--- config.mk ---
export PLATFORM = sky130hd
export DESIGN_NAME = i2c_eeprom_byte_access_master_core
export DESIGN_NICKNAME = d
export VERILOG_FILES = /design/src/design/i2cee_pkg.sv /design/src/design/i2cee_front.sv /design/src/design/i2cee_engine.sv /design/src/design/i2c_eeprom_byte_access_master_core.sv
export SDC_FILE = /design/constraint.sdc
export NUM_CORES = 1
export LEC_CHECK = 0
export BUFFER_PORTS_ARGS = -buffer_cell sky130_fd_sc_hd__buf_2
export CAP_MARGIN = 5
export CORE_MARGIN = 3
export CORE_UTILIZATION = 50
export DETAILED_ROUTE_END_ITERATION = 16
export PLACE_DENSITY_LB_ADDON = 0.15
export SLEW_MARGIN = 20
export SYNTH_ARGS = -nofsm -noshare
export SYNTH_HDL_FRONTEND = slang
export SYNTH_SLANG_ARGS = --single-unit
--- constraint.sdc ---
create_clock -name clk -period 2.6 [get_ports clk]
set_input_delay 0.26 -clock clk [delete_from_list [all_inputs] [get_ports clk]]
set_output_delay 0.26 -clock clk [all_outputs]
set_load 0.02 [all_outputs]
--- src/design/i2cee_pkg.sv ---
package i2cee_pkg;

  localparam int unsigned ADDR_W     = 11;
  localparam int unsigned BYTE_W     = 8;
  localparam int unsigned WAIT_W     = 12;
  localparam int unsigned TIMEOUT_W  = 8;
  localparam int unsigned CFG_DATA_W = 12;
  localparam int unsigned IN_DATA_W  = 24;
  localparam int unsigned OUT_DATA_W = 16;
  localparam int unsigned QUEUE_DEPTH = 2;

  localparam logic [1:0] CMD_READ  = 2'd1;
  localparam logic [1:0] CMD_WRITE = 2'd2;

  localparam logic REG_ACK_TIMEOUT = 1'b0;
  localparam logic REG_WRITE_WAIT  = 1'b1;

  localparam logic [TIMEOUT_W-1:0] ACK_TIMEOUT_RST = 8'd255;
  localparam logic [WAIT_W-1:0]    WRITE_WAIT_RST  = 12'd1000;

  localparam logic [BYTE_W-1:0] DEV_BYTE_BASE = 8'hA0;

  // stage of the transfer: which byte the next ack closes
  localparam logic [1:0] STAGE_DEV  = 2'd0;
  localparam logic [1:0] STAGE_ADDR = 2'd1;
  localparam logic [1:0] STAGE_DATA = 2'd2;

  typedef enum logic [16:0] {
    PH_IDLE = 17'h00001,
    PH_ST0  = 17'h00002,
    PH_ST1  = 17'h00004,
    PH_ST2  = 17'h00008,
    PH_ST3  = 17'h00010,
    PH_TXL  = 17'h00020,
    PH_TXH  = 17'h00040,
    PH_AKL  = 17'h00080,
    PH_AKH  = 17'h00100,
    PH_RXL  = 17'h00200,
    PH_RXH  = 17'h00400,
    PH_NKL  = 17'h00800,
    PH_NKH  = 17'h01000,
    PH_SP0  = 17'h02000,
    PH_SP1  = 17'h04000,
    PH_SP2  = 17'h08000,
    PH_WAIT = 17'h10000
  } phase_t;

  // one classified tick
  typedef struct packed {
    logic              start_read;
    logic              start_write;
    logic [ADDR_W-1:0] address;
    logic [BYTE_W-1:0] write_data;
    logic              sda_in;
  } item_t;

endpackage

--- src/design/i2cee_front.sv ---
module i2cee_front (
  input  logic                                clk,
  input  logic                                rst_n,
  input  logic                                in_tvalid,
  output logic                                in_tready,
  input  logic [i2cee_pkg::IN_DATA_W-1:0]     in_tdata,
  output logic                                item_valid,
  output i2cee_pkg::item_t                    item,
  input  logic                                item_pop
);

  i2cee_pkg::item_t q_r [i2cee_pkg::QUEUE_DEPTH];
  logic             wr_ptr_r, wr_ptr_nxt;
  logic             rd_ptr_r, rd_ptr_nxt;
  logic [1:0]       count_r, count_nxt;
  logic             push;
  logic             pop;
  i2cee_pkg::item_t in_item;

  // decode the command field once, on the way in
  always_comb begin
    in_item.start_read  = (in_tdata[1:0] == i2cee_pkg::CMD_READ);
    in_item.start_write = (in_tdata[1:0] == i2cee_pkg::CMD_WRITE);
    in_item.address     = in_tdata[12:2];
    in_item.write_data  = in_tdata[20:13];
    in_item.sda_in      = in_tdata[21];
  end

  assign in_tready  = (count_r != 2'(i2cee_pkg::QUEUE_DEPTH));
  assign push       = in_tvalid && in_tready;
  assign item_valid = (count_r != 2'd0);
  assign pop        = item_pop && item_valid;
  assign item       = q_r[rd_ptr_r];

  always_comb begin
    wr_ptr_nxt = push ? ~wr_ptr_r : wr_ptr_r;
    rd_ptr_nxt = pop ? ~rd_ptr_r : rd_ptr_r;
    count_nxt  = count_r + 2'(push) - 2'(pop);
  end

  always_ff @(posedge clk) begin
    if (!rst_n) begin
      wr_ptr_r <= 1'b0;
      rd_ptr_r <= 1'b0;
      count_r  <= 2'd0;
    end else begin
      wr_ptr_r <= wr_ptr_nxt;
      rd_ptr_r <= rd_ptr_nxt;
      count_r  <= count_nxt;
    end
  end

  always_ff @(posedge clk) begin
    if (push) begin
      q_r[wr_ptr_r] <= in_item;
    end
  end

  assert property (@(posedge clk) disable iff (!rst_n)
    count_r <= 2'(i2cee_pkg::QUEUE_DEPTH))
    else $error("queue count beyond depth");

  assert property (@(posedge clk) disable iff (!rst_n)
    (count_r == 2'd0) |-> (wr_ptr_r == rd_ptr_r))
    else $error("empty queue with pointers apart");

  assert property (@(posedge clk) disable iff (!rst_n)
    (push && !pop) |=> (count_r == $past(count_r) + 2'd1))
    else $error("push without pop did not grow the queue");

endmodule

--- src/design/i2cee_engine.sv ---
module i2cee_engine (
  input  logic                                 clk,
  input  logic                                 rst_n,
  input  logic                                 cfg_we,
  input  logic                                 cfg_index,
  input  logic [i2cee_pkg::CFG_DATA_W-1:0]     cfg_data,
  input  logic                                 item_valid,
  input  i2cee_pkg::item_t                     item,
  output logic                                 item_pop,
  output logic                                 out_tvalid,
  input  logic                                 out_tready,
  output logic [i2cee_pkg::OUT_DATA_W-1:0]     out_tdata
);

  i2cee_pkg::phase_t phase_r, phase_nxt;
  logic [1:0]                       stage_r, stage_nxt;
  logic [3:0]                       bit_count_r, bit_count_nxt;
  logic [i2cee_pkg::BYTE_W-1:0]     shift_r, shift_nxt;
  logic [i2cee_pkg::WAIT_W-1:0]     wait_r, wait_nxt;
  logic [i2cee_pkg::ADDR_W-1:0]     addr_r, addr_nxt;
  logic [i2cee_pkg::BYTE_W-1:0]     data_r, data_nxt;
  logic                             is_read_r, is_read_nxt;
  logic [i2cee_pkg::BYTE_W-1:0]     last_read_r, last_read_nxt;
  logic [i2cee_pkg::TIMEOUT_W-1:0]  ack_timeout_r;
  logic [i2cee_pkg::WAIT_W-1:0]     write_wait_r;
  logic                             out_valid_r;
  logic [i2cee_pkg::OUT_DATA_W-1:0] out_data_r;
  logic                             step;
  logic                             scl, sda, busy, done;
  logic [i2cee_pkg::BYTE_W-1:0]     dev_byte;

  assign step     = item_valid && (!out_valid_r || out_tready);
  assign item_pop = step;

  assign dev_byte = i2cee_pkg::DEV_BYTE_BASE
                  | {4'b0, addr_r[10:8], 1'b0}
                  | {7'b0, (stage_r == i2cee_pkg::STAGE_DATA)};

  always_comb begin
    phase_nxt     = phase_r;
    stage_nxt     = stage_r;
    bit_count_nxt = bit_count_r;
    shift_nxt     = shift_r;
    wait_nxt      = wait_r;
    addr_nxt      = addr_r;
    data_nxt      = data_r;
    is_read_nxt   = is_read_r;
    last_read_nxt = last_read_r;
    scl  = 1'b1;
    sda  = 1'b1;
    busy = 1'b1;
    done = 1'b0;
    unique case (phase_r)
      i2cee_pkg::PH_ST0: begin
        scl = 1'b0;
        phase_nxt = i2cee_pkg::PH_ST1;
      end
      i2cee_pkg::PH_ST1: phase_nxt = i2cee_pkg::PH_ST2;
      i2cee_pkg::PH_ST2: begin
        sda = 1'b0;
        phase_nxt = i2cee_pkg::PH_ST3;
      end
      i2cee_pkg::PH_ST3: begin
        scl = 1'b0;
        sda = 1'b0;
        shift_nxt     = dev_byte;
        bit_count_nxt = 4'd0;
        phase_nxt     = i2cee_pkg::PH_TXL;
      end
      i2cee_pkg::PH_TXL: begin
        scl = 1'b0;
        sda = shift_r[7];
        phase_nxt = i2cee_pkg::PH_TXH;
      end
      i2cee_pkg::PH_TXH: begin
        sda = shift_r[7];
        shift_nxt     = {shift_r[6:0], 1'b0};
        bit_count_nxt = bit_count_r + 4'd1;
        phase_nxt     = (bit_count_nxt >= 4'd8) ? i2cee_pkg::PH_AKL : i2cee_pkg::PH_TXL;
      end
      i2cee_pkg::PH_AKL: begin
        scl = 1'b0;
        wait_nxt  = '0;
        phase_nxt = i2cee_pkg::PH_AKH;
      end
      i2cee_pkg::PH_AKH: begin
        if (!item.sda_in || (wait_r >= {4'b0, ack_timeout_r})) begin
          bit_count_nxt = 4'd0;
          if (stage_r == i2cee_pkg::STAGE_DEV) begin
            stage_nxt = i2cee_pkg::STAGE_ADDR;
            shift_nxt = addr_r[7:0];
            phase_nxt = i2cee_pkg::PH_TXL;
          end else if (stage_r == i2cee_pkg::STAGE_ADDR) begin
            stage_nxt = i2cee_pkg::STAGE_DATA;
            if (is_read_r) begin
              phase_nxt = i2cee_pkg::PH_ST0;   // repeated start
            end else begin
              shift_nxt = data_r;
              phase_nxt = i2cee_pkg::PH_TXL;
            end
          end else if (is_read_r) begin
            shift_nxt = '0;
            phase_nxt = i2cee_pkg::PH_RXL;
          end else begin
            phase_nxt = i2cee_pkg::PH_SP0;
          end
        end else begin
          wait_nxt = wait_r + 12'd1;
        end
      end
      i2cee_pkg::PH_RXL: begin
        scl = 1'b0;
        phase_nxt = i2cee_pkg::PH_RXH;
      end
      i2cee_pkg::PH_RXH: begin
        shift_nxt     = {shift_r[6:0], item.sda_in};
        bit_count_nxt = bit_count_r + 4'd1;
        phase_nxt     = (bit_count_nxt >= 4'd8) ? i2cee_pkg::PH_NKL : i2cee_pkg::PH_RXL;
      end
      i2cee_pkg::PH_NKL: begin
        scl = 1'b0;
        phase_nxt = i2cee_pkg::PH_NKH;
      end
      i2cee_pkg::PH_NKH: phase_nxt = i2cee_pkg::PH_SP0;
      i2cee_pkg::PH_SP0: begin
        scl = 1'b0;
        sda = 1'b0;
        phase_nxt = i2cee_pkg::PH_SP1;
      end
      i2cee_pkg::PH_SP1: begin
        sda = 1'b0;
        phase_nxt = i2cee_pkg::PH_SP2;
      end
      i2cee_pkg::PH_SP2: begin
        if (is_read_r) begin
          last_read_nxt = shift_r;
          done      = 1'b1;
          phase_nxt = i2cee_pkg::PH_IDLE;
        end else begin
          wait_nxt  = '0;
          phase_nxt = i2cee_pkg::PH_WAIT;
        end
      end
      i2cee_pkg::PH_WAIT: begin
        if (wait_r >= write_wait_r) begin
          done      = 1'b1;
          phase_nxt = i2cee_pkg::PH_IDLE;
        end else begin
          wait_nxt = wait_r + 12'd1;
        end
      end
      default: begin
        phase_nxt = i2cee_pkg::PH_IDLE;
        if (item.start_read || item.start_write) begin
          addr_nxt      = item.address;
          data_nxt      = item.write_data;
          is_read_nxt   = item.start_read;
          stage_nxt     = i2cee_pkg::STAGE_DEV;
          bit_count_nxt = 4'd0;
          wait_nxt      = '0;
          phase_nxt     = i2cee_pkg::PH_ST0;
        end else begin
          busy = 1'b0;
        end
      end
    endcase
  end

  always_ff @(posedge clk) begin
    if (!rst_n) begin
      phase_r     <= i2cee_pkg::PH_IDLE;
      stage_r     <= i2cee_pkg::STAGE_DEV;
      bit_count_r <= 4'd0;
      shift_r     <= '0;
      wait_r      <= '0;
      addr_r      <= '0;
      data_r      <= '0;
      is_read_r   <= 1'b0;
      last_read_r <= '0;
    end else if (step) begin
      phase_r     <= phase_nxt;
      stage_r     <= stage_nxt;
      bit_count_r <= bit_count_nxt;
      shift_r     <= shift_nxt;
      wait_r      <= wait_nxt;
      addr_r      <= addr_nxt;
      data_r      <= data_nxt;
      is_read_r   <= is_read_nxt;
      last_read_r <= last_read_nxt;
    end
  end

  always_ff @(posedge clk) begin
    if (!rst_n) begin
      ack_timeout_r <= i2cee_pkg::ACK_TIMEOUT_RST;
      write_wait_r  <= i2cee_pkg::WRITE_WAIT_RST;
    end else if (cfg_we) begin
      if (cfg_index == i2cee_pkg::REG_ACK_TIMEOUT) begin
        ack_timeout_r <= cfg_data[7:0];
      end else begin
        write_wait_r <= cfg_data;
      end
    end
  end

  always_ff @(posedge clk) begin
    if (!rst_n) begin
      out_valid_r <= 1'b0;
    end else if (step) begin
      out_valid_r <= 1'b1;
    end else if (out_tready) begin
      out_valid_r <= 1'b0;
    end
  end

  always_ff @(posedge clk) begin
    if (step) begin
      out_data_r <= {4'b0, last_read_nxt, done, busy, sda, scl};
    end
  end

  assign out_tvalid = out_valid_r;
  assign out_tdata  = out_data_r;

  assert property (@(posedge clk) disable iff (!rst_n)
    (out_valid_r && out_data_r[3]) |-> out_data_r[2])
    else $error("done result without busy");

  assert property (@(posedge clk) disable iff (!rst_n)
    stage_r != 2'd3)
    else $error("illegal transfer stage");

  assert property (@(posedge clk) disable iff (!rst_n)
    bit_count_r <= 4'd8)
    else $error("bit count past one byte");

  assert property (@(posedge clk) disable iff (!rst_n)
    (step && phase_r == i2cee_pkg::PH_AKH && !item.sda_in) |=> (phase_r != i2cee_pkg::PH_AKH))
    else $error("ack low did not end the ack slot");

endmodule

--- src/design/i2c_eeprom_byte_access_master_core.sv ---
// Channel | Dir | Handshake            | Payload (low bit first)
// in      | in  | in_tvalid/in_tready  | cmd[1:0] address[12:2] write_data[20:13] sda_in[21]
// out     | out | out_tvalid/out_tready| scl[0] sda_out[1] busy_res[2] done_res[3] read_data[11:4]
// cfg     | in  | cfg_we               | cfg_index selects register, cfg_data value
//
// One item per clock while the output is not stalled; an item passes the queue, then its result is registered.
// A two-entry queue decouples the input side from the bus sequencer; the sequencer
// steps only when the result register is empty or being taken in the same cycle.
// A stalled output fills the queue, then drops in_tready.
// rst_n is synchronous; after reset the sequencer is idle with default timeouts.
module i2c_eeprom_byte_access_master_core (
  input  logic                                 clk,
  input  logic                                 rst_n,
  input  logic                                 in_tvalid,
  output logic                                 in_tready,
  // cmd, address, write_data, sda_in; bits 23:22 zero
  input  logic [i2cee_pkg::IN_DATA_W-1:0]      in_tdata,
  output logic                                 out_tvalid,
  input  logic                                 out_tready,
  // scl, sda_out, busy_res, done_res, read_data; bits 15:12 zero
  output logic [i2cee_pkg::OUT_DATA_W-1:0]     out_tdata,
  input  logic                                 cfg_we,
  input  logic                                 cfg_index,
  input  logic [i2cee_pkg::CFG_DATA_W-1:0]     cfg_data
);

  logic             item_valid;
  logic             item_pop;
  i2cee_pkg::item_t item;

  i2cee_front u_front (
    .clk        (clk),
    .rst_n      (rst_n),
    .in_tvalid  (in_tvalid),
    .in_tready  (in_tready),
    .in_tdata   (in_tdata),
    .item_valid (item_valid),
    .item       (item),
    .item_pop   (item_pop)
  );

  i2cee_engine u_engine (
    .clk        (clk),
    .rst_n      (rst_n),
    .cfg_we     (cfg_we),
    .cfg_index  (cfg_index),
    .cfg_data   (cfg_data),
    .item_valid (item_valid),
    .item       (item),
    .item_pop   (item_pop),
    .out_tvalid (out_tvalid),
    .out_tready (out_tready),
    .out_tdata  (out_tdata)
  );

endmodule
# Word level (Yosys, flattened, before mapping)
# Memories as Yosys holds them, arrays and structs flattened. A register that Yosys moved wholly into a read port is not among the register bits.
# Index checks and enable logic that the tools add are counted.
[word_totals]
ramBits = 44
n_memories = 1
reg_bits = 108
in_bits = 42
out_inout_bits = 18
wordCells = 137
[op_classes]
n_addsub = 4
muxes = 44
n_reduce_logical = 31
eq_ne = 29
n_lt_le_gt_ge = 3
bitwise = 8
[mem_list]
columns = ["memory", "depth", "word_bits", "rd", "rd_clocked_by_memory_dff", "wr", "line", "rtl"]
rows = [
  ["u_front.q_r", 2, 22, 1, 1, 1, "i2cee_front.sv:12", "i2cee_pkg::item_t q_r [i2cee_pkg::QUEUE_DEPTH];"],
]
[op_table]
columns = ["cell", "n"]
rows = [
  ["$pmux 17 s16", 1],
  ["$mux 17", 5],
  ["$mux 8", 8],
  ["$mux 12", 5],
  ["$pmux 12 s5", 1],
  ["$pmux 8 s4", 1],
  ["$reduce_or 12->1", 2],
  ["$eq 17x10->1 const B", 1],
  ["$eq 17x11->1 const B", 1],
  ["$eq 17x12->1 const B", 1],
  ["$eq 17x13->1 const B", 1],
  ["$eq 17x14->1 const B", 1],
  ["$eq 17x15->1 const B", 1],
  ["$eq 17x16->1 const B", 1],
  ["$eq 17x17->1 const B", 1],
  ["$eq 17x2->1 const B", 1],
  ["$eq 17x3->1 const B", 1],
  ["$eq 17x4->1 const B", 1],
  ["$eq 17x5->1 const B", 1],
  ["$eq 17x6->1 const B", 1],
  ["$eq 17x7->1 const B", 1],
  ["$eq 17x8->1 const B", 1],
  ["$eq 17x9->1 const B", 1],
  ["$pmux 4 s4", 1],
  ["40 further kinds", 79],
]

# Logic depth before layout (Yosys ltp)
[logic_depth]
word_depth = 6
depth_mapped = 11
ltp_nobuf = 10

# Cells and area by module
# Synthesis repeated with hierarchy kept, for this count alone.
[hier_totals]
cells_unflattened = 774
area_unflattened_um2 = 7516.0
[modules_own_cells]
columns = ["mod", "instances", "area_per_inst_um2", "cells_each", "seq_area_each_um2"]
rows = [
  ["i2cee_engine", 1, 5660.4, 674, 2202.1],
  ["i2cee_front", 1, 1855.5, 100, 1421.4],
]

# Worst setup path after synthesis
# Ideal clock, no wire load.
[synth_path]
path_kind = "flip-flop to flip-flop"
from = "register u_engine.out_valid_r, in the netlist u_engine.out_tvalid"
to = "register u_front.count_r[1]"
period_less_slack_ns = 2.718
slack_ns = -0.118
path_buffers = 2
setup_time_ns = 0.128
arrival_time_ns = 2.590
path_stages_with_launch = 12
required_time_ns = 2.472
path_cell_list = "dfxtp_1 nor2b_1 or2_2 clkbuf_1 inv_1 clkbuf_1 ha_1 inv_1 ha_1 xor2_1 xnor2_1 nor2_1"
[synth_via]
elab_chain_cells = 5
[synth_rtl]
columns = ["item", "line", "rtl"]
rows = [
  ["from (decl)", "i2cee_engine.sv:26", "logic out_valid_r;"],
  ["from (signal assigned)", "i2cee_engine.sv:208", "out_valid_r <= 1'b0;"],
  ["from (signal assigned)", "i2cee_engine.sv:210", "out_valid_r <= 1'b1;"],
  ["from (signal assigned)", "i2cee_engine.sv:212", "out_valid_r <= 1'b0;"],
  ["$logic_not 1->1", "i2cee_engine.sv:32", "assign step = item_valid && (!out_valid_r || out_tready);"],
  ["$logic_or 1x1->1", "i2cee_engine.sv:32", ""],
  ["$logic_and 1x1->1", "i2cee_engine.sv:32", ""],
  ["net item_pop", "i2c_eeprom_byte_access_master_core.sv:28", "logic item_pop;"],
  ["$logic_and 1x1->1", "i2cee_front.sv:32", "assign pop = item_pop && item_valid;"],
  ["$sub 2x1->2", "i2cee_front.sv:38", "count_nxt = count_r + 2'(push) - 2'(pop);"],
  ["to (signal assigned)", "i2cee_front.sv:49", "count_r <= count_nxt;"],
  ["to (decl)", "i2cee_front.sv:15", "logic [1:0] count_r, count_nxt;"],
]
# The timed path passes the listed nets, and every way through them passes these cells.
# A chain may end at the register's enable or synchronous reset.

# Worst setup path after layout
[layout_path]
from = "register u_engine.wait_r[8] (netlist bit)"
to = "register u_engine.wait_r[11] (netlist bit)"
[layout_via]
elab_chain_cells = 4
elab_cells_between_ends = 10
classes_between = "add/sub: 1; order compare: 2; eq/ne: 2; mux: 3; reduce/logical: 2"
[layout_rtl]
columns = ["item", "line", "rtl"]
rows = [
  ["from (decl)", "i2cee_engine.sv:19", "logic [i2cee_pkg::WAIT_W-1:0] wait_r, wait_nxt;"],
  ["from (signal assigned)", "i2cee_engine.sv:185", "wait_r <= wait_nxt;"],
  ["$ge 12x8->1", "i2cee_engine.sv:87", "if (!item.sda_in || (wait_r >= {4'b0, ack_timeout_r})) begin"],
  ["$logic_or 1x1->1", "i2cee_engine.sv:87", ""],
  ["$ne 2x2->1 (no line)", "n/a", ""],
  ["$reduce_and 6->1 (no line)", "n/a", ""],
]
# Several ways; a longest one is shown, not always the timed one. The select of a mux whose other input is x is not followed.

==> results_dict.tcl <==
set metrics [dict create \
    track_usage_pct 22.0 \
    drt-met1-wl_mm 7.86 \
    synth.most_common_cell "dfxtp_1" \
    gr-total-overflow 0 \
    cts.sinks 153 \
    io_pins 60 \
    fin_skew_ns 0.0137 \
    drc 0 \
    outcome "finished clean" \
    core_mm2 0.0146 \
    syn-cell-area_mm2 0.00749 \
    dpl.hpwl_mm 12.2 \
    io_buffer_count 53 \
    relSlewSlack_pct 46.4 \
    synth_top_area_share_pct 25.9 \
    initial_core_util_pct 51.3 \
    syn_area_per_cell_um2 9.91 \
    cts.clk_slew.worst_paths_ns 0.06 \
    clkLatencyLatePin_ns 0.44 \
    num_vias 5965 \
    fin_nets 920 \
    first_iter_violations 604 \
    firstDrtPassIters 5 \
    antenna_found_initial 0 \
    yosysWarnings 0 \
    path_cells "or4_1 -> a2111oi_4 -> a21oi_2 -> nand3b_1 -> o41ai_2 -> o41ai_2" \
    p_per_area_mw_per_mm2 826 \
    tightestPinTransition_ns 0.804 \
    endpoint_kind "register" \
    ys_seq_elements 153 \
    yosys-top-cells-count "dfxtp_1 (97), nand2_1 (94), edfxtp_1 (56), nor2_1 (51)" \
    synth-edff-count 56 \
    die_w_um 128 \
    cpMaxStageDelayCell "or4_1" \
    crit_top_cell "o41ai_2" \
    cts_buffers 17 \
    wl_met3_um 775 \
    synth_flop_cell "dfxtp_1" \
    grt_pass1_vias 5859 \
    required_ns 2.90 \
    power_leakage_nw 3.62 \
    setup_viol 0 \
    ys_async_sr_fraction_pct 0 \
    grt_first_pass_wirelength_mm 28.7 \
    crit_arrival_ns 2.83 \
    critPathMaxFanout 6 \
    drv_cap 0 \
    min_period_ns 2.52 \
    gp_congestion 0.898 \
    top_layer "met4" \
    wl_mm 17.6 \
    max_stage_delay_ns 0.59 \
    startpoint_type "register" \
    ctsLongestPathBuffers 2 \
    core.rowCount 44 \
    finish.utilization_pct 62.0 \
    vdd_drop_max_mv 0.668 \
    root_buffer "clkbuf_16" \
    wl_per_cell_um 16.7 \
    ys_top_cells_by_area "dfxtp_1 (26%), edfxtp_1 (22%), mux2i_1 (5.7%), nand2_1 (4.7%), o211ai_1 (4.3%)" \
    area_growth_pct 20.8 \
    synthCells 756 \
    design_power_total_w 0.00747 \
    h-tree-depth 4 \
    finalCritPeriodShare_pct 97.1 \
    die_area_mm2 0.0165 \
    rrSetupSlack_ns 0.08 \
    vias_per_cell 5.68 \
    crit_type "reg2reg" \
    wl_met2_mm 8.56 \
    hold_violations 0 \
    nFillCells 1207 \
    yosysUniqueCellTypes 71 \
    antenna_cells 0 \
    grt_max_degree 77 \
    max_clock_freq_mhz 396 \
    hold_slack_ns 0.0214 \
    worst_hold_path_type "in2reg" \
    drtAntennaViolNets 0 \
    synth-seq-area-share_pct 48.4 \
    drive_gt1_share_pct 21.9 \
    drv_slew 0 \
    yosysTopAreaCell "dfxtp_1" \
    cts_tree "yes" \
    die_y_um 128 \
]
==> flip-flops by register name, summed over array words and instances (netlist names), named ones only <==
name and count:
u_front.q_r 44, u_front.wr_ptr_r 1, u_engine.addr_r 11, u_engine.last_read_r 8
u_engine.is_read_r 1, u_engine.wait_r 12, u_engine.bit_count_r 4, u_engine.out_tvalid 1
u_front.rd_ptr_r 1, u_engine.ack_timeout_r 8, u_front.count_r 2, u_engine.out_tdata 12
u_engine.shift_r 8, u_engine.stage_r 2, u_engine.write_wait_r 12, u_engine.phase_r 17
u_engine.data_r 8
==> cell families after synthesis <==
kind of cell / Yosys count / share of synthesized area [%]
simple gates: 307 / 21.5
flops: 153 / 48.4
compound gates: 123 / 12.5
buf+inv: 87 / 5.43
mux: 51 / 6.95
fa+ha+maj: 24 / 4.01
xor+xnor: 10 / 1.17
other cells: 1 / 0.0501
==> cells in the final DEF, fill, tap and decap left out, drive strengths merged, types with 28 or more instances in the layout <==
master  count
buf       105
a21oi      29
o211ai     43
edfxtp     56
inv        46
mux2i      43
nand2      94
nand2b     28
nor2       51
dfxtp      97
==> layout make-up <==
cell class              count  area [um2]  share of cell area (%)
flip-flops and latches    153        3630                    40.1
repair buffers            122         861                    9.51
inverters                  41         154                    1.70
clock buffers              17         425                    4.70
multi-input cells         519        3560                    39.4
well taps                 184         230                    2.54
clock inverters            15         188                    2.07
==> critical path: cells and delay by family, from the launching register on <==
kind / cells / cell delay [ns]
compound gates: 4 / 1.12
simple gates: 2 / 0.92
flops: 1 / 0.36
==> timing repair <==
item,CTS,global route
hold buffers,16,0
endpoints found under the setup margin,8,54
setup buffers,2,2
gates cloned,0,1
resized for setup,0,21
endpoints found under the hold margin,32,0
pin swaps,1,7
==> where the power goes <==
group	switching [W]	total, W	leakage [nW]	internal (W)
combinational	0.00112	0.00190	2.01	0.000778
sequential	0.000154	0.00301	1.32	0.00286
clock	0.00104	0.00257	0.292	0.00153
==> through the flow <==
step                      area, um2  worst slack (ns)  cells   TNS, ns
after floorplan                7500             0.201    759         0
after global routing           9050          -0.00597   1051  -0.00597
after detailed placement       8120          -0.00643    998   -0.0183
final                          9050            0.0760   1051         0
after global placement         8120            0.0170    998         0
after CTS                      8910            0.0419   1048         0
==> path summary, 6_finish.rpt <==
kind / to / start / depth (start not counted)
max: u_engine.wait_r[11] / u_engine.wait_r[8] / 6
min reg2reg: u_engine.last_read_r[7] / u_engine.last_read_r[7] / 2
max reg2reg: u_engine.wait_r[11] / u_engine.wait_r[8] / 6
min: u_front.q_r[0][9] / in_tdata[2] / 1
==> layer usage <==
layer | vias up | GRT usage [%]
met4 | 0 | 9.05
met1 | 2843 | 28.0
met2 | 153 | 36.6
li1 | 2937 | -
met5 | - | 0
met3 | 32 | 4.73
Note: power is estimated with default switching activity, not from simulation.
